### src/hdl/q4bdp_pkg.sv
// ----------------------------------------------------------------------------
// q4bdp_pkg
// Widths, types and constants shared by the Q4 block dequantize dot product.
// ----------------------------------------------------------------------------
package q4bdp_pkg;

    localparam int WB_W     = 8;
    localparam int NIB_W    = 4;
    localparam int ACT_W    = 16;
    localparam int SCALE_W  = 16;
    localparam int PROD_W   = ACT_W + NIB_W;
    localparam int PAIR_W   = PROD_W + 1;
    localparam int TERM_W   = PAIR_W + SCALE_W;
    localparam int SUM_W    = 48;
    localparam int SUMX_W   = SUM_W + 1;

    typedef logic [WB_W-1:0]           t_wbyte;
    typedef logic [NIB_W-1:0]          t_nib;
    typedef logic signed [ACT_W-1:0]   t_act;
    typedef logic signed [SCALE_W-1:0] t_scale;
    typedef logic signed [PROD_W-1:0]  t_prod;
    typedef logic signed [PAIR_W-1:0]  t_pair;
    typedef logic signed [TERM_W-1:0]  t_term;
    typedef logic signed [SUM_W-1:0]   t_sum;
    typedef logic signed [SUMX_W-1:0]  t_sumx;

    localparam t_sum SUM_MAX = {1'b0, {(SUM_W-1){1'b1}}};
    localparam t_sum SUM_MIN = {1'b1, {(SUM_W-1){1'b0}}};

    typedef struct packed {
        logic valid;
        logic row_end;
    } t_stage_ctl;

endpackage

### src/hdl/q4bdp_if.sv
// ----------------------------------------------------------------------------
// q4bdp_in_if / q4bdp_out_if
// Valid/ready channels carrying input items and row results.
// ----------------------------------------------------------------------------
interface q4bdp_in_if;
    import q4bdp_pkg::*;

    logic   valid;
    logic   ready;
    t_wbyte weight_byte;
    t_act   act_even;
    t_act   act_odd;
    logic   odd_valid;
    t_scale block_scale;
    logic   row_end;

    modport source (
        output valid, weight_byte, act_even, act_odd, odd_valid, block_scale, row_end,
        input  ready
    );
    modport sink (
        input  valid, weight_byte, act_even, act_odd, odd_valid, block_scale, row_end,
        output ready
    );
endinterface

interface q4bdp_out_if;
    import q4bdp_pkg::*;

    logic valid;
    logic ready;
    t_sum dot_sum;
    logic overflowed;

    modport source (
        output valid, dot_sum, overflowed,
        input  ready
    );
    modport sink (
        input  valid, dot_sum, overflowed,
        output ready
    );
endinterface

### src/hdl/q4bdp_lane.sv
// ----------------------------------------------------------------------------
// q4bdp_lane
// One multiply lane: centers a 4-bit weight and multiplies it by its
// activation. A disabled lane contributes zero.
// ----------------------------------------------------------------------------
module q4bdp_lane (
    input  logic             i_clk,
    input  logic             i_load,
    input  logic             i_use,
    input  q4bdp_pkg::t_nib  i_nib,
    input  q4bdp_pkg::t_act  i_act,
    output q4bdp_pkg::t_prod o_prod
);
    import q4bdp_pkg::*;

    logic signed [NIB_W-1:0] w;
    t_prod                   r_prod;
    t_prod                   n_prod;

    // Subtracting the bias of 8 from a 4-bit code is a flip of its top bit.
    assign w = {~i_nib[NIB_W-1], i_nib[NIB_W-2:0]};

    always_comb begin
        n_prod = i_use ? t_prod'(i_act) * t_prod'(w) : '0;
    end

    always_ff @(posedge i_clk) begin
        if (i_load) begin
            r_prod <= n_prod;
        end
    end

    assign o_prod = r_prod;
endmodule

### src/hdl/q4bdp_merge.sv
// ----------------------------------------------------------------------------
// q4bdp_merge
// Adds the two lane products and multiplies the pair by the block scale.
// ----------------------------------------------------------------------------
module q4bdp_merge (
    input  logic              i_clk,
    input  logic              i_load,
    input  q4bdp_pkg::t_prod  i_prod_even,
    input  q4bdp_pkg::t_prod  i_prod_odd,
    input  q4bdp_pkg::t_scale i_scale,
    output q4bdp_pkg::t_term  o_term
);
    import q4bdp_pkg::*;

    t_pair pair;
    t_term r_term;
    t_term n_term;

    always_comb begin
        pair   = t_pair'(i_prod_even) + t_pair'(i_prod_odd);
        n_term = t_term'(pair) * t_term'(i_scale);
    end

    always_ff @(posedge i_clk) begin
        if (i_load) begin
            r_term <= n_term;
        end
    end

    assign o_term = r_term;
endmodule

### src/hdl/q4bdp_acc.sv
// ----------------------------------------------------------------------------
// q4bdp_acc
// Saturating Q28.20 accumulator with the result output register.
// ----------------------------------------------------------------------------
module q4bdp_acc (
    input  logic             i_clk,
    input  logic             i_rst_n,
    input  logic             i_take,
    input  logic             i_row_end,
    input  q4bdp_pkg::t_term i_term,
    input  logic             i_out_ready,
    output logic             o_valid,
    output q4bdp_pkg::t_sum  o_dot_sum,
    output logic             o_overflowed
);
    import q4bdp_pkg::*;

    t_sum  r_sum;
    t_sum  n_sum;
    logic  r_sat;
    logic  n_sat;
    logic  r_out_valid;
    t_sum  r_out_sum;
    logic  r_out_ovf;
    t_sumx wide;
    logic  ovf;

    always_comb begin
        wide = t_sumx'(r_sum) + t_sumx'(i_term);
        ovf  = wide[SUMX_W-1] != wide[SUM_W-1];
        if (!ovf) begin
            n_sum = wide[SUM_W-1:0];
        end else if (wide[SUMX_W-1]) begin
            n_sum = SUM_MIN;
        end else begin
            n_sum = SUM_MAX;
        end
        n_sat = r_sat | ovf;
    end

    always_ff @(posedge i_clk) begin
        if (!i_rst_n) begin
            r_sum       <= '0;
            r_sat       <= 1'b0;
            r_out_valid <= 1'b0;
        end else begin
            if (i_take) begin
                if (i_row_end) begin
                    r_sum <= '0;
                    r_sat <= 1'b0;
                end else begin
                    r_sum <= n_sum;
                    r_sat <= n_sat;
                end
            end
            if (i_take && i_row_end) begin
                r_out_valid <= 1'b1;
            end else if (i_out_ready) begin
                r_out_valid <= 1'b0;
            end
        end
    end

    always_ff @(posedge i_clk) begin
        if (i_take && i_row_end) begin
            r_out_sum <= n_sum;
            r_out_ovf <= n_sat;
        end
    end

    assign o_valid      = r_out_valid;
    assign o_dot_sum    = r_out_sum;
    assign o_overflowed = r_out_ovf;
endmodule

### src/hdl/q4_block_dequant_dot_product.sv
// ----------------------------------------------------------------------------
// q4_block_dequant_dot_product
// Streaming Q4 dequantize and dot product over rows of packed weights.
// ----------------------------------------------------------------------------
// Each beat on i_in carries one weight byte (two 4-bit weights), the even
// and odd Q8.8 activations, an odd-element valid flag, the Q4.12 block scale
// and a row end flag. Two multiply lanes handle the even and odd elements,
// a merge stage adds them and applies the scale, and a saturating
// accumulator builds the Q28.20 row sum.
// On the beat that ends a row, one result beat appears on o_out with the
// row sum and a flag telling whether the sum clamped during that row.
// A row end goes through the lane, merge and result output registers before
// it reaches o_out. Throughput: one beat per cycle unless a row end stalls.
// While a result waits on a stalled receiver, non-final beats keep flowing
// into the accumulator; only the next row end is held back in the merge
// stage, which in turn backs up the lanes and i_in.ready.
// Reset clears the running sum, the clamp flag and all stage valid bits.
// ----------------------------------------------------------------------------
module q4_block_dequant_dot_product (
    input  logic               i_clk,
    input  logic               i_rst_n,
    q4bdp_in_if.sink           i_in,
    q4bdp_out_if.source        o_out
);
    import q4bdp_pkg::*;

    t_stage_ctl r_s1;
    t_stage_ctl r_s2;
    t_scale     r_s1_scale;
    t_prod      prod_even;
    t_prod      prod_odd;
    t_term      term;
    logic       out_valid;
    logic       out_free;
    logic       s2_take;
    logic       s2_load;
    logic       s1_load;

    always_comb begin
        out_free = !out_valid || o_out.ready;
        s2_take  = r_s2.valid && (!r_s2.row_end || out_free);
        s2_load  = !r_s2.valid || s2_take;
        s1_load  = !r_s1.valid || s2_load;
    end

    assign i_in.ready = s1_load;

    always_ff @(posedge i_clk) begin
        if (!i_rst_n) begin
            r_s1 <= '0;
            r_s2 <= '0;
        end else begin
            if (s1_load) begin
                r_s1.valid   <= i_in.valid;
                r_s1.row_end <= i_in.row_end;
            end
            if (s2_load) begin
                r_s2 <= r_s1;
            end
        end
    end

    always_ff @(posedge i_clk) begin
        if (s1_load) begin
            r_s1_scale <= i_in.block_scale;
        end
    end

    q4bdp_lane u_lane_even (
        .i_clk  (i_clk),
        .i_load (s1_load),
        .i_use  (1'b1),
        .i_nib  (i_in.weight_byte[NIB_W-1:0]),
        .i_act  (i_in.act_even),
        .o_prod (prod_even)
    );

    q4bdp_lane u_lane_odd (
        .i_clk  (i_clk),
        .i_load (s1_load),
        .i_use  (i_in.odd_valid),
        .i_nib  (i_in.weight_byte[WB_W-1:NIB_W]),
        .i_act  (i_in.act_odd),
        .o_prod (prod_odd)
    );

    q4bdp_merge u_merge (
        .i_clk       (i_clk),
        .i_load      (s2_load),
        .i_prod_even (prod_even),
        .i_prod_odd  (prod_odd),
        .i_scale     (r_s1_scale),
        .o_term      (term)
    );

    q4bdp_acc u_acc (
        .i_clk        (i_clk),
        .i_rst_n      (i_rst_n),
        .i_take       (s2_take),
        .i_row_end    (r_s2.row_end),
        .i_term       (term),
        .i_out_ready  (o_out.ready),
        .o_valid      (out_valid),
        .o_dot_sum    (o_out.dot_sum),
        .o_overflowed (o_out.overflowed)
    );

    assign o_out.valid = out_valid;

    a_in_to_s1: assert property (@(posedge i_clk) disable iff (!i_rst_n)
        (i_in.valid && i_in.ready) |=> r_s1.valid)
        else $error("accepted beat did not reach the lane stage");

    a_no_overwrite: assert property (@(posedge i_clk) disable iff (!i_rst_n)
        (r_s2.valid && r_s2.row_end && out_valid && !o_out.ready) |-> !s2_take)
        else $error("row end taken while a result was still pending");

    a_result_source: assert property (@(posedge i_clk) disable iff (!i_rst_n)
        $rose(out_valid) |-> $past(s2_take && r_s2.row_end))
        else $error("result appeared without a row end");

endmodule
### src/flat_wrapper.sv
// flat-port wrapper written by rule: the top's interface ports become plain ports
module q4_block_dequant_dot_product_flat import q4bdp_pkg::*;
  (i_clk, i_rst_n, i_in_valid, i_in_weight_byte, i_in_act_even, i_in_act_odd, i_in_odd_valid, i_in_block_scale, i_in_row_end, i_in_ready, o_out_valid, o_out_dot_sum, o_out_overflowed, o_out_ready);
  q4bdp_in_if i_in_i ();
  q4bdp_out_if o_out_i ();
  input  logic i_clk;
  input  logic i_rst_n;
  input wire logic [$bits(i_in_i.valid)-1:0] i_in_valid;
  input wire logic [$bits(i_in_i.weight_byte)-1:0] i_in_weight_byte;
  input wire logic [$bits(i_in_i.act_even)-1:0] i_in_act_even;
  input wire logic [$bits(i_in_i.act_odd)-1:0] i_in_act_odd;
  input wire logic [$bits(i_in_i.odd_valid)-1:0] i_in_odd_valid;
  input wire logic [$bits(i_in_i.block_scale)-1:0] i_in_block_scale;
  input wire logic [$bits(i_in_i.row_end)-1:0] i_in_row_end;
  output wire logic [$bits(i_in_i.ready)-1:0] i_in_ready;
  output wire logic [$bits(o_out_i.valid)-1:0] o_out_valid;
  output wire logic [$bits(o_out_i.dot_sum)-1:0] o_out_dot_sum;
  output wire logic [$bits(o_out_i.overflowed)-1:0] o_out_overflowed;
  input wire logic [$bits(o_out_i.ready)-1:0] o_out_ready;
  assign i_in_i.valid = i_in_valid;
  assign i_in_i.weight_byte = i_in_weight_byte;
  assign i_in_i.act_even = i_in_act_even;
  assign i_in_i.act_odd = i_in_act_odd;
  assign i_in_i.odd_valid = i_in_odd_valid;
  assign i_in_i.block_scale = i_in_block_scale;
  assign i_in_i.row_end = i_in_row_end;
  assign i_in_ready = i_in_i.ready;
  assign o_out_valid = o_out_i.valid;
  assign o_out_dot_sum = o_out_i.dot_sum;
  assign o_out_overflowed = o_out_i.overflowed;
  assign o_out_i.ready = o_out_ready;
  q4_block_dequant_dot_product u_core (.i_clk(i_clk), .i_rst_n(i_rst_n), .i_in(i_in_i), .o_out(o_out_i));
endmodule
### config.mk
export PLATFORM = sky130hd
export DESIGN_NAME = q4_block_dequant_dot_product_flat
export DESIGN_NICKNAME = d
export VERILOG_FILES = /design/src/hdl/q4bdp_pkg.sv /design/src/hdl/q4bdp_if.sv /design/src/hdl/q4bdp_lane.sv /design/src/hdl/q4bdp_merge.sv /design/src/hdl/q4bdp_acc.sv /design/src/hdl/q4_block_dequant_dot_product.sv /design/src/flat_wrapper.sv
export SDC_FILE = /design/constraint.sdc
export NUM_CORES = 1
export LEC_CHECK = 0
export BUFFER_PORTS_ARGS = -buffer_cell sky130_fd_sc_hd__buf_2
export CORE_MARGIN = 5
export CORE_UTILIZATION = 40
export CTS_BUF_LIST = sky130_fd_sc_hd__clkbuf_16
export DETAILED_ROUTE_END_ITERATION = 8
export GPL_TIMING_DRIVEN = 0
export PLACE_DENSITY_LB_ADDON = 0.15
export SETUP_SLACK_MARGIN = 0.3
export SYNTH_ARGS = -nofsm -noshare
export SYNTH_HDL_FRONTEND = slang
export SYNTH_HIERARCHICAL = 1
export SYNTH_SLANG_ARGS = --single-unit
### constraint.sdc
create_clock -name i_clk -period 11.4 [get_ports i_clk]
set_input_delay 0 -clock i_clk [delete_from_list [all_inputs] [get_ports i_clk]]
set_output_delay 0 -clock i_clk [all_outputs]
set_load 0.05 [all_outputs]
* Word-level counts from Yosys, hierarchy flattened
Cells that the tools add are included.
Operators by class: add/sub/neg operators 2, multiply operators 3, equal/unequal tests 1, muxes and demuxes 6, bitwise operators 3, reductions and logical operators 11
Operators by type and width (number):
- 2-to-1 mux 48 bit | 3
- adder 48 x 37 -> 49 bit | 1
- multiplier 16 x 4 -> 20 bit | 2
- multiplier 21 x 16 -> 37 bit | 1
- adder 20 x 20 -> 21 bit | 1
- logical NOT 1 bit | 4
- logical OR 1 bit | 4
- 2-to-1 mux 1 bit | 3
- logical AND 1 bit | 2
- inverter 1 bit | 2
- nonzero test 2 bit | 1
- != test 1 bit | 1
- bitwise OR 1 bit | 1
Word-level totals: register bits 196, input port bits 62, output and inout port bits 51, logic and storage cells 39

* Longest topological paths before layout
Gate-level depths: netlist of the first run.
word-level depth 6, depth in mapped cells 34, gate-level depth less buffers 32

* By module
The synthesis of the first run kept the hierarchy.
Modules (own cells, without submodules):
- q4bdp_merge | instances 1, cells an instance 1638, area each 14835.5 um^2, sequential area each 1111.1 um^2
- q4bdp_acc | instances 1, cells an instance 708, area each 6601.3 um^2, sequential area each 2472.4 um^2
- q4bdp_lane | instances 2, cells an instance 296, area each 2925.3 um^2, sequential area each 600.6 um^2
- q4_block_dequant_dot_product | instances 1, cells an instance 34, area each 643.1 um^2, sequential area each 560.5 um^2

* Least setup slack after synthesis of the first run
OpenSTA, ideal clock, no wires.
path type reg2reg, from register u_core.u_lane_even.r_prod[0], in the netlist u_core/u_lane_even/o_prod[0], to register u_core.u_merge.r_term[32], in the netlist u_core/u_merge/o_term[32], data pin, setup time 0.260 ns, arrival time 7.657 ns, required time 11.140 ns, slack 3.484 ns, cell stages (with the launch flop) 33, buffers on the path 1, period minus slack after synthesis 7.916 ns, path through edfxtp_1 -> ha_1 -> inv_1 -> fa_1 -> nor2b_1 -> o21a_1 -> o21ai_2 -> a21oi_2 -> o21a_1 -> o21a_1 -> o41ai_4 -> buf_6 -> mux2_4 -> fa_1 -> inv_1 -> fa_1 -> inv_1 -> fa_1 -> inv_1 -> fa_1 -> inv_1 -> fa_1 -> inv_1 -> fa_1 -> ha_1 -> nand4_1 -> a211oi_1 -> nand4_1 -> o211ai_1 -> o21ai_0 -> o2111ai_1 -> a21boi_0 -> xnor2_1
On the way: word-level cells in the longest chain between the ends 2
Ends and longest elaborated chain:
- start: declaration | RTL line q4bdp_lane.sv:17 | t_prod r_prod;
- start signal: assignment | RTL line q4bdp_lane.sv:29 | r_prod <= n_prod;
- adder 20 x 20 -> 21 bit | RTL line q4bdp_merge.sv:20 | pair = t_pair'(i_prod_even) + t_pair'(i_prod_odd);
- multiplier 21 x 16 -> 37 bit | RTL line q4bdp_merge.sv:21 | n_term = t_term'(pair) * t_term'(i_scale);
- named net u_core.u_merge.n_term[32] | RTL line q4bdp_merge.sv:17 | t_term n_term;
- end signal: assignment | RTL line q4bdp_merge.sv:26 | r_term <= n_term;
- end: declaration | RTL line q4bdp_merge.sv:16 | t_term r_term;
The timed path passes the listed nets, and every way through them passes these cells. A chain may end at the register's enable or synchronous reset.

* Worst setup path after layout of the first run
from register u_core.u_lane_odd.r_prod[0], in the netlist u_core/u_lane_odd/o_prod[0], to register u_core.u_merge.r_term[32], in the netlist u_core/u_merge/o_term[32], data pin
On the way: word-level cells in the longest chain between the ends 2
Ends and longest elaborated chain (RTL line):
- start: declaration | q4bdp_lane.sv:17
- start signal: assignment | q4bdp_lane.sv:29
- adder 20 x 20 -> 21 bit | q4bdp_merge.sv:20
- multiplier 21 x 16 -> 37 bit | q4bdp_merge.sv:21
- named net u_core.u_merge.n_term[32] | q4bdp_merge.sv:17
The timed path passes the listed nets, and every way through them passes these cells.

==> impl_metrics.csv, run 1 <==
group,metric,value,unit
floorplanning,row_count,96,
sta,tns,0,ns
yosys,synth_area_leaders,"fa_1 29%, edfxtp_1 15%, ha_1 10%, inv_1 6.3%, and2_1 4.7%",
sta,maxSlewHeadroom,20.6,%
placed_design,hpwl,66100,µm
final_layout,num_antenna_cells,0,
sta,hold_viol_final,0,
final_layout,fill_cells,6945,
clocking,clkTransAtPathRegs,0.08,ns
worst_setup_path,critPathMostFrequentCell,"fa_1",
worst_setup_path,arrival,9.92,ns
sta,tightest_slew,1.19,ns
sta,fmax,103,MHz
yosys,synthCells,2972,
hold_path,hold_path_class,"input pin to flip-flop",
worst_setup_path,critical_path.max_fanout,10,
worst_setup_path,crit_path_start_kind,"flip-flop",
worst_setup_path,crit_family,"adder cells",
worst_setup_path,r2r_slack,1.73,ns
final_layout,area_growth,9.40,%
yosys,async_reset_ff_share,0,%
final_layout,drive_gt1_share,7.75,%
outcome,status,"finished clean",
yosys,yosysTopAreaCell,"fa_1",
sta,finalCritPeriodShare,84.8,%
sta,grt_setup_unrepaired,"false",
global_routing,grt_max_degree,47,
clocking,cts_tree,"built",
global_routing,antenna_found_initial,1,
yosys,ys_seq_area_share,19.1,%
sta,fin_skew,0.0253,ns
yosys,syn_area,27900,µm²
final_layout,nNetsFinal,3830,
global_routing,first_global_vias,22792,
floorplanning,boundaryPins,113,
clocking,postCtsSetupRepairBufs,0,
floorplanning,fp.dieH,274,µm
yosys,synth_common_cells,"469 x inv_1, 400 x fa_1, 306 x nand2_1, 232 x ha_1, 211 x and2_1",
yosys,synthDominantCellAreaShare,28.7,%
flow_run,drv_cap,0,
yosys,yosys.cell_count.top_type,"inv_1",
sta,min_period,9.67,ns
clocking,insertion_delay,0.50,ns
hold_path,holdPathStages,4,
worst_setup_path,slowest_delay,0.65,ns
placed_design,portBuffers,112,
hold_path,worstHoldStart,"i_in_act_even[1]",
route,totalWireLength,78600,µm
clocking,clock-sinks,196,
worst_setup_path,startpoint,"u_core/u_lane_odd/o_prod[0]",
worst_setup_path,crit_required,11.65,ns
route,antenna_left,0,
route,vias_per_cell,5.20,
worst_setup_path,r2r-start,"u_core/u_lane_odd/o_prod[0]",
global_routing,grt_overflow_total,0,
floorplanning,start_util,40.5,%
floorplanning,coreArea,68900,µm²
global_routing,track_usage,21.4,%
route,dr.first_iter.drc_count,1136,
worst_setup_path,slowest_stage,"clkbuf_1",
route,num_vias,21227,
yosys,synth_flop_cell,"edfxtp_1",
route,route.detailed.drc,0,
yosys,synthDistinctLibCells,94,
sta,slew_viol_final,0,
worst_setup_path,endpoint_kind,"flip-flop",
route,wire_per_inst,19.3,µm
worst_setup_path,reg2reg_depth,30,
yosys,synth_edf_count,142,
global_routing,grt_pass1_wl,126000,µm
yosys,synth_seq_cells,196,
yosys,syn_area_per_cell,9.40,µm²
clocking,cts_root_buf,"clkbuf_16",
final_layout,register_area,5350,µm²
yosys,yosys_warnings,6,
clocking,hold_buffers,28,
sta,setup_violations,0,
clocking,htreeDepth,4,
floorplanning,die_w,274,µm
hold_path,whs_endpoint,"u_core/u_lane_even/o_prod[1]",
worst_setup_path,reg2reg_to,"u_core/u_merge/o_term[32]",
worst_setup_path,path_buf_inv,5,
clocking,cts_buffers,17,
floorplanning,dieArea,75200,µm²
final_layout,multi_input_area,20300,µm²
clocking,cts_max_path_buffers,2,
clocking,cts_resized,0,
worst_setup_path,worstSetupPathType,"flip-flop to flip-flop",
placed_design,gp_congestion,0.934,
route,first_pass_iters,5,
[routing by layer]
layer  vias up  track usage (%)  wire, µm  share of wire (%)
met4         0             7.86      3010                3.8
met5         -                0         0                  0
met3       139             2.83      3100                3.9
li1      10042                -         -                  -
met1     10539             26.5     33100                 42
met2       507             38.2     39400                 50
[worst reg2reg max path, delay by kind of cell, from the launching register on]
family | cells | cell delay, ns
AND/OR/NAND/NOR | 4 | 0.56
buffers and inverters | 5 | 0.90
adder cells (fa/ha/maj) | 9 | 3.88
AO/OA/AOI/OAI | 11 | 3.40
flip-flops | 1 | 0.51
XOR/XNOR | 1 | 0.16
[worst max-delay path by stage]
| stage | endpoint | cells past startpoint |
|---|---|---|
| floorplan | u_core/u_merge/o_term[32] | 32 |
| global placement | u_core/u_merge/o_term[32] | 30 |
| detailed placement | u_core/u_merge/o_term[32] | 30 |
| CTS | u_core/u_merge/o_term[32] | 30 |
| global route | u_core/u_merge/o_term[32] | 30 |
| finish | u_core/u_merge/o_term[32] | 30 |
[per-stage QoR]
step / hold WS, ns / utilization, % / instance area, µm² / std cells / setup WS (ns)
2_1_floorplan: 0.0989 / - / 27900 / 2975 / 3.48
3_3_place_gp: 0.178 / 43.0 / 29700 / 4018 / 1.87
3_5_place_dp: 0.178 / 43.1 / 29700 / 4020 / 1.80
4_1_cts: 0.0604 / 44.3 / 30600 / 4080 / 1.77
5_1_grt: 0.112 / 44.3 / 30600 / 4080 / 1.31
6_report: 0.0994 / 44.3 / 30600 / 4080 / 1.73
[state kept, by name, summed over array words and instances (netlist names)]
name	flops
u_core/u_acc/r_sat	1
u_core/u_lane_even/o_prod	20
u_core/u_acc/o_valid	1
u_core/r_s1_scale	16
u_core/u_lane_odd/o_prod	20
u_core/u_merge/o_term	37
u_core/r_s2	2
u_core/u_acc/o_overflowed	1
u_core/r_s1	2
u_core/u_acc/o_dot_sum	48
u_core/u_acc/r_sum	48
[logic make-up (layout without fill, tap and decap cells)]
family | after synthesis | in the layout | share of synthesized area, %
AND/OR/NAND/NOR | 906 | 906 | 16.2
adder cells (fa/ha/maj) | 655 | 655 | 39.9
buffers and inverters | 594 | 768 | 8.39
AO/OA/AOI/OAI | 484 | 484 | 12.0
flip-flops | 196 | 196 | 19.1
XOR/XNOR | 113 | 113 | 3.54
multiplexers | 23 | 23 | 0.909
other | 1 | 4 | 0.0134
[layout make-up]
class / count / share of cell area (%)
multi-input cells: 2185 / 66.3
flip-flops and latches: 196 / 17.5
inverters: 470 / 5.77
well taps: 931 / 3.81
repair buffers: 142 / 2.88
plain buffers: 124 / 1.90
clock buffers: 17 / 1.39
clock inverters: 15 / 0.467
[cells in the final DEF (no fill, tap or decap), drive strengths merged, types with 19 or more instances in the layout]
master	instances
a21o	45
a21oi	146
a221o	19
and2	212
and3	21
buf	155
clkbuf	100
dfxtp	54
dlygate4sd3	28
edfxtp	142
fa	400
ha	232
inv	479
maj3	23
nand2	307
nand2b	27
nand3	42
nand4	33
nor2	164
nor2b	26
nor3	31
o21a	30
o21ai	105
xnor2	78
xor2	35
Power of run 1 is left out: the tool's default activity adds up to more than one toggle a clock period on the data nets, which glitch-free logic cannot reach.
==> run 2: changes to the inputs <==
- clock period: 11.4 -> 8.5 ns (I/O delays scaled with it)
==> run 2 against run 1 <==
Compared with the run above:
- maximum frequency increased by 19%
- sequential cell count unchanged
- critical path type unchanged
- critical endpoint is now u_core/u_merge/o_term[33]
- largest cell class unchanged
- clock-buffer cell count unchanged
==> impl_metrics.csv, run 2 (synthesis results as in run 1) <==
group,metric,value,unit
route,vias_per_cell,5.20,
worst_setup_path,slowest_stage,"fa_1",
sta,maxSlewHeadroom,36.0,%
sta,slew_viol_final,0,
worst_setup_path,crit_required,8.74,ns
global_routing,grt_overflow_total,0,
worst_setup_path,crit_path_start_kind,"flip-flop",
floorplanning,start_util,40.5,%
floorplanning,die_w,274,µm
clocking,cts_max_path_buffers,2,
sta,finalCritPeriodShare,95.3,%
worst_setup_path,critical_path.max_fanout,5,
final_layout,drive_gt1_share,12.5,%
final_layout,mostFrequentLayoutCells,"461 x inv_1, 391 x fa_1, 303 x nand2_1",
route,num_vias,21457,
route,antenna_left,0,
sta,worst_hold_slack,0.100,ns
final_layout,final_core_util,46.0,%
hold_path,hold_path_class,"input pin to flip-flop",
global_routing,antenna_found_initial,2,
worst_setup_path,path_buf_inv,8,
route,first_pass_iters,5,
global_routing,grt_pass1_wl,127000,µm
sta,setup_violations,0,
worst_setup_path,arrival,8.35,ns
route,dr.first_iter.drc_count,1082,
worst_setup_path,worstSetupPathType,"flip-flop to flip-flop",
final_layout,nNetsFinal,3876,
sta,fin_skew,0.0259,ns
placed_design,portBuffers,112,
sta,hold_viol_final,0,
floorplanning,boundaryPins,113,
route,route.detailed.drc,0,
clocking,clock-sinks,196,
sta,tightest_slew,0.953,ns
outcome,status,"finished clean",
flow_run,drv_cap,0,
final_layout,fill_cells,6849,
clocking,cts_tree,"built",
route,wire_per_inst,19.4,µm
clocking,cts_root_buf,"clkbuf_16",
clocking,insertion_delay,0.50,ns
worst_setup_path,crit_family,"adder cells",
final_layout,layout_commonest_cell,"inv_1",
clocking,cts_buffers,17,
floorplanning,row_count,96,
final_layout,multi_input_area,20900,µm²
sta,min_period,8.10,ns
worst_setup_path,critPathMostFrequentCell,"fa_1",
sta,grt_setup_unrepaired,"true",
global_routing,first_global_vias,23042,
global_routing,grt_max_degree,47,
placed_design,hpwl,66100,µm
final_layout,area_growth,13.4,%
route,totalWireLength,79900,µm
clocking,clkTransAtPathRegs,0.08,ns
final_layout,register_area,5350,µm²
worst_setup_path,slowest_delay,0.55,ns
sta,fmax,123,MHz
worst_setup_path,endpoint_kind,"flip-flop",
global_routing,track_usage,21.7,%
floorplanning,coreArea,68900,µm²
floorplanning,fp.dieH,274,µm
clocking,htreeDepth,4,
placed_design,gp_congestion,0.934,
floorplanning,dieArea,75200,µm²
## run 2: final timing paths
path,from,to,slack (ns),cells past startpoint
setup / recovery,u_core/u_lane_odd/o_prod[0],u_core/u_merge/o_term[33],0.40,32
hold / removal,i_in_act_even[1],u_core/u_lane_even/o_prod[1],0.1,4
setup reg to reg,u_core/u_lane_odd/o_prod[0],u_core/u_merge/o_term[33],0.40,32
hold reg to reg,u_core/u_acc/r_sum[19],u_core/u_acc/r_sum[19],0.45,2
## run 2: timing repair
action | CTS | global route
resized for setup | 108 | 73
pin swaps | 48 | 65
endpoints found under the setup margin | 21 | 16
endpoints found under the hold margin | 28 | 0
hold buffers | 28 | 0
buffers inserted | 24 | 22
## run 2: worst min-delay path, cell delays in order
cell	delay [ns]
buf_2	0.10
and2_1	0.13
ha_1	0.13
and2_1	0.12
## run 2: layout make-up
type                       count  area share (%)
multi-input combinational   2185            65.9
sequential                   196            16.9
inverter                     470            5.57
timing repair buffer         188            4.05
tap                          931            3.68
buffer                       124            2.15
clock buffer                  17            1.34
clock inverter                15           0.450
antenna                        1         0.00790
## run 2: per-stage QoR
| stage | instance area, µm² | instances | worst slack, ns | setup TNS, ns |
|---|---|---|---|---|
| floorplan | 27900 | 2975 | 0.584 | 0 |
| global placement | 29700 | 4018 | -1.03 | -9.28 |
| detailed placement | 29700 | 4020 | -1.10 | -10.54 |
| CTS | 31300 | 4104 | 0.207 | 0 |
| global route | 31700 | 4126 | 0.109 | 0 |
| finish | 31700 | 4127 | 0.396 | 0 |
## run 2: per-layer routing
| layer | vias to the layer above | track usage [%] | wire, µm | share of wire (%) |
|---|---|---|---|---|
| li1 | 10148 | - | - | - |
| met1 | 10666 | 26.5 | 33400 | 42 |
| met2 | 486 | 38.0 | 39600 | 50 |
| met3 | 157 | 3.12 | 3190 | 4.0 |
| met4 | 0 | 9.68 | 3680 | 4.6 |
| met5 | - | 0 | 0 | 0 |
Power of run 2 is left out for the same reason.
